`src/rtl/core/rld_pkg.sv`:
```
// ----------------------------------------------------------------------------
// rld_pkg
// Shared types and constants for the run length byte decoder.
// ----------------------------------------------------------------------------
package rld_pkg;

  localparam int MAX_RUN_DEF = 64;
  localparam int CNT_W       = 7;
  localparam int SYM_W       = 7;
  localparam int BYTE_W      = 8;

  typedef enum logic [1:0] {
    ST_IDLE,
    ST_RUN,
    ST_LIT
  } rld_state_t;

  typedef enum logic {
    OP_DIGIT,
    OP_DEC
  } rld_op_t;

  typedef struct packed {
    rld_op_t            op;
    logic [CNT_W-1:0]   a;
    logic [SYM_W-1:0]   digit;
  } rld_alu_req_t;

  // flag: saturation for a digit, "more than one" for a decrement
  typedef struct packed {
    logic [CNT_W-1:0]   value;
    logic               flag;
  } rld_alu_res_t;

endpackage

```
`src/rtl/core/rld_alu.sv`:
```
// ----------------------------------------------------------------------------
// rld_alu
// Shared count unit: digit accumulate with saturation, or decrement with a
// compare against one.
// ----------------------------------------------------------------------------
module rld_alu
  import rld_pkg::*;
#(
  parameter int MAX_RUN = MAX_RUN_DEF
) (
  input  rld_alu_req_t req,
  output rld_alu_res_t res
);

  localparam logic [CNT_W-1:0] MaxRunC = CNT_W'(MAX_RUN);

  logic over;

  always_comb begin
    // any pending count shifted up by seven bits already exceeds the limit
    over = (req.a != '0) || (req.digit > MaxRunC);
    unique case (req.op)
      OP_DIGIT: begin
        res.value = over ? MaxRunC : req.digit;
        res.flag  = over;
      end
      OP_DEC: begin
        res.value = req.a - CNT_W'(1);
        res.flag  = (req.a > CNT_W'(1));
      end
      default: begin
        res.value = '0;
        res.flag  = 1'b0;
      end
    endcase
  end

endmodule

```
`src/rtl/core/run_length_byte_decoder_top.sv`:
```
// ----------------------------------------------------------------------------
// run_length_byte_decoder_top
// Decodes a byte stream where high-bit bytes build a base-128 run count and
// other bytes are literal symbols.
// ----------------------------------------------------------------------------
// Usage:
//   Input channel in_valid / in_stall carries in_code_byte and
//   in_end_of_stream. A request is taken when in_valid is high and in_stall
//   low; in_stall is high while a request is still producing results.
//   Output channel out_valid / out_stall carries out_symbol, out_last and
//   out_count_clamped from a single output register.
//   Steps: a count digit is taken and gives no result. A literal is decoded,
//   then gives copies of the previous symbol, one fewer than a nonzero
//   pending count, then the literal itself; end of stream gives the copies
//   only. One result leaves per cycle while the receiver does not stall; the
//   rate is set by the single shared count unit that decrements the copies.
//   A new request is taken as soon as the sequencer is back in idle, even
//   while the last result still waits in the output register.
//   Receiver stall freezes a valid output register and the run and literal states.
//   Reset (rst_n low, synchronous) clears the pending count, the previous
//   symbol, the clamp flag and the output valid.
// ----------------------------------------------------------------------------
module run_length_byte_decoder_top
  import rld_pkg::*;
#(
  parameter int MAX_RUN = MAX_RUN_DEF
) (
  input  logic              clk,
  input  logic              rst_n,
  input  logic              in_valid,
  output logic              in_stall,
  input  logic [BYTE_W-1:0] in_code_byte,
  input  logic              in_end_of_stream,
  output logic              out_valid,
  input  logic              out_stall,
  output logic [SYM_W-1:0]  out_symbol,
  output logic              out_last,
  output logic              out_count_clamped
);

  rld_state_t       state_r, state_nxt;
  logic [CNT_W-1:0] pend_r, pend_nxt;
  logic [SYM_W-1:0] prev_r, prev_nxt;
  logic             clamp_r, clamp_nxt;
  logic [CNT_W-1:0] rem_r, rem_nxt;
  logic [SYM_W-1:0] run_sym_r, run_sym_nxt;
  logic [SYM_W-1:0] lit_r, lit_nxt;
  logic             has_lit_r, has_lit_nxt;
  logic             run_clamp_r, run_clamp_nxt;
  logic             ov_r, ov_nxt;
  logic [SYM_W-1:0] osym_r, osym_nxt;
  logic             olast_r, olast_nxt;
  logic             oclamp_r, oclamp_nxt;

  rld_alu_req_t alu_req;
  rld_alu_res_t alu_res;
  logic         load;
  logic         take;

  rld_alu #(.MAX_RUN(MAX_RUN)) u_alu (
    .req (alu_req),
    .res (alu_res)
  );

  assign in_stall          = (state_r != ST_IDLE);
  assign take              = in_valid && !in_stall;
  assign load              = !ov_r || !out_stall;
  assign out_valid         = ov_r;
  assign out_symbol        = osym_r;
  assign out_last          = olast_r;
  assign out_count_clamped = oclamp_r;

  always_ff @(posedge clk) begin
    if (!rst_n) begin
      state_r <= ST_IDLE;
      pend_r  <= '0;
      prev_r  <= '0;
      clamp_r <= 1'b0;
      ov_r    <= 1'b0;
    end else begin
      state_r <= state_nxt;
      pend_r  <= pend_nxt;
      prev_r  <= prev_nxt;
      clamp_r <= clamp_nxt;
      ov_r    <= ov_nxt;
    end
  end

  always_ff @(posedge clk) begin
    rem_r       <= rem_nxt;
    run_sym_r   <= run_sym_nxt;
    lit_r       <= lit_nxt;
    has_lit_r   <= has_lit_nxt;
    run_clamp_r <= run_clamp_nxt;
    osym_r      <= osym_nxt;
    olast_r     <= olast_nxt;
    oclamp_r    <= oclamp_nxt;
  end

  always_comb begin
    state_nxt     = state_r;
    pend_nxt      = pend_r;
    prev_nxt      = prev_r;
    clamp_nxt     = clamp_r;
    rem_nxt       = rem_r;
    run_sym_nxt   = run_sym_r;
    lit_nxt       = lit_r;
    has_lit_nxt   = has_lit_r;
    run_clamp_nxt = run_clamp_r;
    ov_nxt        = ov_r && out_stall;
    osym_nxt      = osym_r;
    olast_nxt     = olast_r;
    oclamp_nxt    = oclamp_r;

    alu_req.a     = pend_r;
    alu_req.digit = in_code_byte[SYM_W-1:0];
    alu_req.op    = (in_code_byte[BYTE_W-1] && !in_end_of_stream) ? OP_DIGIT : OP_DEC;

    unique case (state_r)
      ST_IDLE: begin
        if (take) begin
          priority if (in_end_of_stream) begin
            if (alu_res.flag) begin
              rem_nxt       = alu_res.value;
              run_sym_nxt   = prev_r;
              has_lit_nxt   = 1'b0;
              run_clamp_nxt = clamp_r;
              state_nxt     = ST_RUN;
            end
            pend_nxt  = '0;
            clamp_nxt = 1'b0;
          end else if (in_code_byte[BYTE_W-1]) begin
            pend_nxt = alu_res.value;
            if (alu_res.flag) begin
              clamp_nxt = 1'b1;
            end
          end else begin
            lit_nxt       = in_code_byte[SYM_W-1:0];
            prev_nxt      = in_code_byte[SYM_W-1:0];
            run_sym_nxt   = prev_r;
            has_lit_nxt   = 1'b1;
            run_clamp_nxt = (pend_r != '0) && clamp_r;
            rem_nxt       = alu_res.value;
            // copies only when the count is above one
            state_nxt     = alu_res.flag ? ST_RUN : ST_LIT;
            pend_nxt      = '0;
            clamp_nxt     = 1'b0;
          end
        end
      end
      ST_RUN: begin
        alu_req.a  = rem_r;
        alu_req.op = OP_DEC;
        if (load) begin
          ov_nxt     = 1'b1;
          osym_nxt   = run_sym_r;
          olast_nxt  = !alu_res.flag && !has_lit_r;
          oclamp_nxt = run_clamp_r;
          rem_nxt    = alu_res.value;
          if (!alu_res.flag) begin
            state_nxt = has_lit_r ? ST_LIT : ST_IDLE;
          end
        end
      end
      ST_LIT: begin
        if (load) begin
          ov_nxt     = 1'b1;
          osym_nxt   = lit_r;
          olast_nxt  = 1'b1;
          oclamp_nxt = run_clamp_r;
          state_nxt  = ST_IDLE;
        end
      end
      default: begin
        state_nxt = ST_IDLE;
      end
    endcase
  end

endmodule
```
`config.mk`:
```
export PLATFORM = sky130hd
export DESIGN_NAME = run_length_byte_decoder_top
export DESIGN_NICKNAME = d
export VERILOG_FILES = /design/src/rtl/core/rld_pkg.sv /design/src/rtl/core/rld_alu.sv /design/src/rtl/core/run_length_byte_decoder_top.sv
export SDC_FILE = /design/constraint.sdc
export NUM_CORES = 1
export LEC_CHECK = 0
export BUFFER_PORTS_ARGS = -buffer_cell sky130_fd_sc_hd__buf_2
export CAP_MARGIN = 15
export CORE_MARGIN = 2
export CORE_UTILIZATION = 50
export DETAILED_ROUTE_END_ITERATION = 10
export PLACE_DENSITY_LB_ADDON = 0.05
export SYNTH_ARGS = -nofsm -noshare
export SYNTH_HDL_FRONTEND = slang
export SYNTH_SLANG_ARGS = --single-unit
```
`constraint.sdc`:
```
create_clock -name clk -period 4.3 [get_ports clk]
set_clock_uncertainty 0.15 [all_clocks]
set_input_delay 0.43 -clock clk [delete_from_list [all_inputs] [get_ports clk]]
set_output_delay 0.43 -clock clk [all_outputs]
set_load 0.1 [all_outputs]
```
==> results of run 1 <==
## report_power, final
group	total, mW	leakage (nW)	internal (mW)	switching, mW
clock network	0.325	0.0514	0.174	0.151
logic	0.917	0.451	0.237	0.680
registers	0.743	0.444	0.677	0.0661
## metrics by stage
step / utilization (%) / hold slack [ns]
floorplan: - / 0.250
global route: 57.0 / 0.220
detailed placement: 54.6 / 0.265
global placement: 54.6 / 0.264
CTS: 57.0 / 0.218
finish: 57.0 / 0.226
## per-layer routing
metal / share of wire, % / track usage (%) / vias to the layer above
met5: 0 / 0 / -
met4: 3.1 / 10.3 / 0
met3: 3.8 / 3.31 / 15
met2: 50 / 34.1 / 58
met1: 43 / 25.6 / 819
li1: - / - / 802
## cell usage after synthesis (2+ instances only)
cell,instances
nor3_2,2
mux2_2,8
edfxtp_1,32
a22oi_1,3
nand2b_1,2
nor3_1,7
clkbuf_1,3
o211ai_1,2
a31oi_1,3
nor4b_1,2
buf_1,2
o31ai_1,4
nor2_1,19
a2bb2oi_1,3
a32oi_1,2
a21oi_1,4
mux2i_1,9
nand3_1,5
a32o_1,2
xor2_1,5
o21ai_0,8
ha_1,6
buf_2,3
dfxtp_1,18
nand2_1,5
xnor2_1,4
nor3b_1,2
nor4_1,2
inv_1,11
## registers in the layout (all words and copies together), names as in the netlist
name / cells
out_valid: 1
lit_r: 7
has_lit_r: 1
rem_r: 7
prev_r: 7
clamp_r: 1
run_sym_r: 7
state_r: 2
out_last: 1
out_symbol: 7
pend_r: 7
out_count_clamped: 1
run_clamp_r: 1
## path summary, 6_finish.rpt
| kind | to | slack [ns] | cells after the start | startpoint |
|---|---|---|---|---|
| min | lit_r[6] | 0.23 | 1 | in_code_byte[6] |
| min reg2reg | out_count_clamped | 0.29 | 0 | run_clamp_r |
| max | state_r[0] | 1.10 | 8 | state_r[1] |
| max reg2reg | state_r[0] | 1.10 | 8 | state_r[1] |
## cell usage in the layout, fill, tap and decap left out, drive strengths merged, types with 3 or more instances in the layout
master / synthesis / routed
inv: 11 / 11
nand3: 5 / 5
mux2i: 9 / 9
nand2: 5 / 5
buf: 6 / 26
a31oi: 3 / 3
a32oi: 3 / 3
a21oi: 4 / 4
xnor2: 4 / 4
ha: 6 / 6
mux2: 8 / 8
a2bb2oi: 3 / 3
a22oi: 3 / 3
clkbuf: 3 / 6
o21ai: 8 / 8
edfxtp: 32 / 32
o31ai: 4 / 4
dfxtp: 18 / 18
nor2: 19 / 19
nor3: 9 / 9
xor2: 5 / 5
## cell families after synthesis
group / synth area share, %
adder cells (fa/ha/maj): 3.17
AND/OR/NAND/NOR: 11.5
AO/OA/AOI/OAI: 15.0
buffers and inverters: 3.64
flip-flops: 55.8
multiplexers: 7.61
XOR/XNOR: 3.33
## area by class of cell
class / instances / area share (%)
multi-input combinational: 129 / 36.4
tap: 54 / 2.56
sequential: 50 / 50.1
clock inverter: 2 / 1.42
inverter: 11 / 1.56
clock buffer: 6 / 2.75
timing repair buffer: 26 / 5.22
==> results_dict.tcl, run 1 <==
set metrics [dict create \
    setup_ws_ns 1.10 \
    crit_buf_inv 1 \
    ys.warnings.count 0 \
    finalMaxSlewViolations 0 \
    die_area_um2 5300 \
    cts_resized 0 \
    avgSynthCellArea_um2 11.9 \
    finalHoldViolCount 0 \
    clk_path_buf_depth 2 \
    ios 24 \
    clock.fmax_mhz 312 \
    fillCellCount 410 \
    place_ws_ns 1.09 \
    htree_levels 2 \
    worstSkewPairLatency_ns 0.29 \
    crit_chain "inv_1 -> ha_1 -> mux2_2 -> ha_1 -> a211o_4 -> a311oi_2 -> o211ai_1 -> a21oi_1" \
    ys_async_sr_fraction_pct 0 \
    crit_type "flop to flop" \
    syn2layout_area_growth_pct 11.4 \
    ys_seq_area_share_pct 55.8 \
    cp.arrival_ns 3.28 \
    wirelength_um 5030 \
    slowest_delay_ns 0.81 \
    gp_congestion 0.896 \
    powerDensity_nw_per_um2 752 \
    end_kind "flop" \
    max-cap-violations 0 \
    period_minus_slack_ns 3.20 \
    power_mw 1.98 \
    netlist_area_um2 2370 \
    cp_top_family "compound AO/OA/AOI/OAI gates" \
    clock-sinks 50 \
    grt_pass1_wl_um 8220 \
    nets 242 \
    ys_types 50 \
    path_common_cell "ha_1" \
    vias 1694 \
    min_path_type "primary input to flop" \
    cts_tree "done" \
    die_width_um 72.8 \
    slew_headroom_pct 39.6 \
    cts-buffers-inserted 5 \
    dp_hpwl_um 3690 \
    synth_nets 218 \
    initial_core_util_pct 51.2 \
    grt_pass1_vias 1720 \
    cellLeakagePower_nw 0.947 \
    synth_top_area_share_pct 40.6 \
    rsz0062_at_grt "no" \
    tightest_slew_ns 0.906 \
    grt_overflow 0 \
    synth_edf_count 32 \
    cp.required_ns 4.38 \
    wl_per_cell_um 18.1 \
    peakVddDrop_v 0.000380 \
    start_kind "flop" \
    ant_nets 0 \
    grt_max_degree 23 \
    cp_max_fo 11 \
    ff_latch_area_um2 1320 \
    dp.cells 270 \
    io_buffers 23 \
    drt_iter0_drc 107 \
    run_status "finished, final reports clean" \
    cts_hold_buf 0 \
    drc 0 \
    cts-root-buf "clkbuf_8" \
    antenna-diode-count 0 \
    synthTopCellsByArea "edfxtp_1, dfxtp_1, mux2i_1" \
    fin_tns_setup_ns 0 \
    avgViaCountPerCell 6.09 \
    fp-row-count 25 \
    ys_ff_latch 50 \
    post_cts.repair.setup_buffers 0 \
    coreArea_um2 4630 \
    finalNonFillerCells 278 \
    ys.flop_type "edfxtp_1" \
    final_layout_size_suffix_gt1_share_pct 21.0 \
    multi_input_area_um2 961 \
    grt.total_usage_pct 20.4 \
    cpMaxStageDelayCell "a311oi_2" \
    first_pass_iters 4 \
    netlist_instances 199 \
    fin_area_um2 2640 \
    yosysTopAreaCell "edfxtp_1" \
    period_share_pct 74.4 \
    die_y_um 72.8 \
    clkTransAtPathRegs_ns 0.09 \
    setup_viol 0 \
    place_area_um2 2530 \
    antenna_found_initial 0 \
]
(Power assumes the default switching activity.)
==> run 2: changes to the inputs <==
==> constraint.sdc (replaced) <==
create_clock -name clk -period 3 [get_ports clk]
set_clock_uncertainty 0.15 [all_clocks]
set_input_delay 0.3 -clock clk [delete_from_list [all_inputs] [get_ports clk]]
set_output_delay 0.3 -clock clk [all_outputs]
set_load 0.1 [all_outputs]
==> run 2 against run 1 <==
- largest power group unchanged
- sequential cell count stayed put
- worst setup slack worse by 0.94 ns
- largest cell class unchanged
- power is 45% higher
- critical path type unchanged
==> results_dict.tcl, run 2 (synthesized netlist as in run 1, its figures left out) <==
set metrics [dict create \
    clock-sinks 50 \
    dp.cells 272 \
    r2r_start "state_r[1]" \
    slew_headroom_pct 66.1 \
    cts_tree "done" \
    antenna_found_initial 0 \
    dp_hpwl_um 3740 \
    rsz0062_at_grt "no" \
    r2r-end "rem_r[2]" \
    htree_levels 2 \
    r2r_slack_ns 0.15 \
    wirelength_um 5130 \
    clkTransAtPathRegs_ns 0.09 \
    cts-buffers-inserted 5 \
    cpMaxStageDelayCell "a311oi_4" \
    grt_pass1_wl_um 8420 \
    end_kind "flop" \
    grt_pass1_vias 1691 \
    coreArea_um2 4630 \
    hp-start "in_code_byte[3]" \
    nets 244 \
    crit_type "flop to flop" \
    cellLeakagePower_nw 0.960 \
    powerDensity_nw_per_um2 1080 \
    hold_depth 1 \
    cp.depth 7 \
    drt_iter0_drc 123 \
    post_cts.repair.setup_buffers 0 \
    clk_path_buf_depth 2 \
    finalNonFillerCells 280 \
    min_path_type "primary input to flop" \
    max-cap-violations 0 \
    tightest_slew_ns 0.508 \
    final_cell_mix "edfxtp_1, buf_2, nor2_1" \
    io_buffers 23 \
    ant_nets 0 \
    place_ws_ns 0.178 \
    grt_max_degree 31 \
    cp.arrival_ns 2.65 \
    period_share_pct 94.9 \
    grt.total_usage_pct 21.0 \
    antenna-diode-count 0 \
    min_to "lit_r[3]" \
    crit_buf_inv 1 \
    cts_hold_buf 0 \
    die_area_um2 5300 \
    fp-row-count 25 \
    path_common_cell "ha_1" \
    gp_congestion 0.943 \
    setup_ws_ns 0.154 \
    drc 0 \
    clock.fmax_mhz 351 \
    final_layout_size_suffix_gt1_share_pct 22.1 \
    cp_max_fo 7 \
    cts_resized 0 \
    fin_util_pct 57.7 \
    die_width_um 72.8 \
    finalHoldViolCount 0 \
    peakVddDrop_v 0.000467 \
    period_minus_slack_ns 2.85 \
    ios 24 \
    worstSkewPairLatency_ns 0.30 \
    cts-root-buf "clkbuf_8" \
    first_pass_iters 4 \
    run_status "finished, final reports clean" \
    cp.required_ns 2.80 \
    fin_tns_setup_ns 0 \
    syn2layout_area_growth_pct 12.8 \
    grt_overflow 0 \
    die_y_um 72.8 \
    vias 1672 \
    crit_chain "inv_1 -> ha_1 -> mux2_2 -> ha_1 -> a211o_4 -> a41o_1 -> a311oi_4" \
    final_common_cell "edfxtp_1" \
    avgViaCountPerCell 5.97 \
    slowest_delay_ns 0.51 \
    setup_viol 0 \
    cp_top_family "compound AO/OA/AOI/OAI gates" \
    reg2regPathDepth 7 \
    wl_per_cell_um 18.3 \
    power_mw 2.88 \
    finalMaxSlewViolations 0 \
    start_kind "flop" \
    initial_core_util_pct 51.2 \
]
-- run 2: cell count changes in the layout (fill, tap and decap cells not counted) --
cell	before	now
a311oi_4	0	1
buf_4	3	5
a311oi_1	1	0
-- run 2: per-layer routing --
layer	part of all wire [%]	wire (um)	global-route usage (%)
met4	1.4	72	8.64
met2	50	2560	34.5
met5	0	0	0
met1	45	2300	27.2
met3	3.8	195	4.28
-- run 2: area by class of cell --
class | instances | area (um2)
fillers | 384 | 1960
flip-flops and latches | 50 | 1320
multi-input cells | 129 | 978
repair buffers | 28 | 153
clock buffers | 6 | 72.6
well taps | 54 | 67.6
inverters | 11 | 41.3
clock inverters | 2 | 37.5
-- run 2: power by group --
group          switching [mW]  total, mW  internal (mW)
combinational           0.986       1.34          0.355
sequential             0.0983       1.07          0.970
clock                   0.222      0.471          0.249
-- run 2: worst register-to-register path, cell delays in order, from the launching register on --
cell and delay (ns):
dfxtp_1 0.32, inv_1 0.09, ha_1 0.23, mux2_2 0.38
ha_1 0.21, a211o_4 0.30, a41o_1 0.30, a311oi_4 0.51
-- run 2: through the flow --
stage,area [um2],hold WS [ns]
global placement,2560,0.258
CTS,2670,0.0744
detailed placement,2560,0.261
floorplan,2390,0.249
finish,2670,0.0842
global route,2670,0.0702
-- run 2: how the worst max path moves through the flow --
stage | start | endpoint | slack, ns
6_report | state_r[1] | rem_r[2] | 0.15
5_1_grt | state_r[1] | rem_r[5] | 0.08
4_1_cts | state_r[1] | rem_r[4] | 0.16
3_5_place_dp | state_r[1] | rem_r[3] | 0.18
3_3_place_gp | state_r[1] | rem_r[3] | 0.21
2_1_floorplan | state_r[1] | rem_r[0] | 0.05
==> run 3: changes to the inputs <==
--- a/config.mk
+++ b/config.mk
@@ -11,6 +11,7 @@
 export CORE_UTILIZATION = 50
 export DETAILED_ROUTE_END_ITERATION = 10
 export PLACE_DENSITY_LB_ADDON = 0.05
+export SETUP_SLACK_MARGIN = 0.4
 export SYNTH_ARGS = -nofsm -noshare
 export SYNTH_HDL_FRONTEND = slang
 export SYNTH_SLANG_ARGS = --single-unit
==> run 3 against run 2 <==
- sequential share of layout area is 0.91 points lower
- combinational power is 4% higher
- final cell count unchanged
- clock power decreased by 19%
- count of clock-buffer cells in the layout did not move
- critical path type unchanged
- via count grew 0.54%
- design area up 2.1%
- maximum frequency is 12% higher
- highest routed layer unchanged
- critical endpoint is now rem_r[3]
- worst hold slack gained 0.0058 ns
==> results_dict.tcl, run 3 (synthesized netlist as in run 1, its figures left out) <==
set metrics [dict create \
    clock.fmax_mhz 395 \
    ant_nets 0 \
    grt_pass1_wl_um 8200 \
    vias 1681 \
    holdWs_ns 0.0901 \
    die_area_um2 5300 \
    clk_path_buf_depth 2 \
    ios 24 \
    clock-sinks 50 \
    dp_hpwl_um 3800 \
    cts_hold_buf 0 \
    drc 0 \
    coreArea_um2 4630 \
    tightest_slew_ns 0.489 \
    io_buffers 23 \
    cp_max_fo 7 \
    die_y_um 72.8 \
    period_minus_slack_ns 2.53 \
    grt_pass1_vias 1610 \
    fin_tns_setup_ns 0 \
    busiest_layer "met2" \
    cts-buffers-inserted 5 \
    fin_util_pct 58.9 \
    slew_headroom_pct 67.6 \
    fillCellCount 384 \
    cts-root-buf "clkbuf_8" \
    antenna-diode-count 0 \
    grt_max_degree 28 \
    nets 244 \
    clkTransAtPathRegs_ns 0.08 \
    crit_type "flop to flop" \
    gp_congestion 0.931 \
    die_width_um 72.8 \
    final_cell_mix "edfxtp_1, buf_2, nor2_1" \
    avgViaCountPerCell 6.00 \
    initial_core_util_pct 51.2 \
    rsz0062_at_grt "no" \
    end_kind "flop" \
    fp-row-count 25 \
    peakVddDrop_v 0.000457 \
    grt_overflow 0 \
    grt.total_usage_pct 20.8 \
    finalMaxSlewViolations 0 \
    final_layout_size_suffix_gt1_share_pct 26.5 \
    cp.required_ns 2.87 \
    run_status "finished, final reports clean" \
    powerDensity_nw_per_um2 1040 \
    drt_iter0_drc 126 \
    period_share_pct 84.5 \
    setup_viol 0 \
    use_met3_pct 4.56 \
    final_common_cell "edfxtp_1" \
    antenna_found_initial 0 \
    start_kind "flop" \
    cellLeakagePower_nw 0.955 \
    first_pass_iters 4 \
    use_met2_pct 34.2 \
    min_path_type "primary input to flop" \
    finalHoldViolCount 0 \
    htree_levels 2 \
    worstSkewPairLatency_ns 0.30 \
    syn2layout_area_growth_pct 15.1 \
    cts_tree "done" \
    wirelength_um 5020 \
    wl_per_cell_um 17.9 \
    cp.arrival_ns 2.41 \
    max-cap-violations 0 \
    use_met1_pct 26.6 \
]
==> run 3: changes by cell type in the layout (fill, tap and decap cells not counted), moves of 2 or more <==
cell     previous run  this run
buf_4               5         3
ha_1                6         4
dfxtp_1            18        16
dfxtp_2             0         2
buf_6               0         2
ha_4                0         2
==> run 3: area by class of cell <==
cell class	count	area (um2)	area share (%)
Inverter	11	41.3	1.51
Sequential cell	50	1320	48.6
Tap cell	54	67.6	2.48
Multi-Input combinational cell	129	1050	38.4
Clock inverter	2	15.0	0.551
Timing Repair Buffer	28	160	5.87
Clock buffer	6	72.6	2.66
==> run 3: per-layer routing <==
| layer | share of wire [%] | vias up | wire, um |
|---|---|---|---|
| li1 | - | 807 | - |
| met1 | 42 | 796 | 2120 |
| met2 | 49 | 64 | 2490 |
| met3 | 5.9 | 14 | 298 |
| met4 | 2.3 | 0 | 117 |
| met5 | 0 | - | 0 |
==> run 3: where the power goes <==
group | switching [mW] | total [mW] | leakage (nW) | internal [mW]
Combinational | 1.01 | 1.39 | 0.473 | 0.384
Clock | 0.217 | 0.381 | 0.0374 | 0.164
Sequential | 0.105 | 1.08 | 0.445 | 0.972
==> run 3: path summary, 6_finish.rpt <==
| path | startpoint | end | slack [ns] | depth (start not counted) |
|---|---|---|---|---|
| hold reg to reg | prev_r[1] | run_sym_r[1] | 0.29 | 0 |
| setup / recovery | state_r[1] | rem_r[3] | 0.47 | 8 |
| hold / removal | in_code_byte[3] | lit_r[3] | 0.09 | 1 |
| setup reg to reg | state_r[1] | rem_r[3] | 0.47 | 8 |
==> run 3: worst max-delay path, cell delays in order, from the launching register on <==
cell and delay, ns:
dfxtp_2 0.33, inv_2 0.08, ha_4 0.18, mux2_4 0.33, ha_4 0.16, a211o_4 0.34
a41o_4 0.24, a311oi_4 0.26, buf_6 0.17
==> run 3: metrics by stage <==
stage	setup slack, ns	instances	instance area [um2]	power [mW]
6_report	0.466	280	2730	2.85
5_1_grt	0.418	280	2730	2.99
4_1_cts	0.429	280	2700	2.83
2_1_floorplan	0.324	199	2450	2.21
3_5_place_dp	0.424	271	2600	2.44
3_3_place_gp	0.482	271	2600	2.42
==> run 3: timing repair <==
action | 4_1_cts | 5_1_grt
pin swaps | 1 | 0
setup buffers | 1 | 0
resized for setup | 1 | 5
setup endpoints to repair | 7 | 11
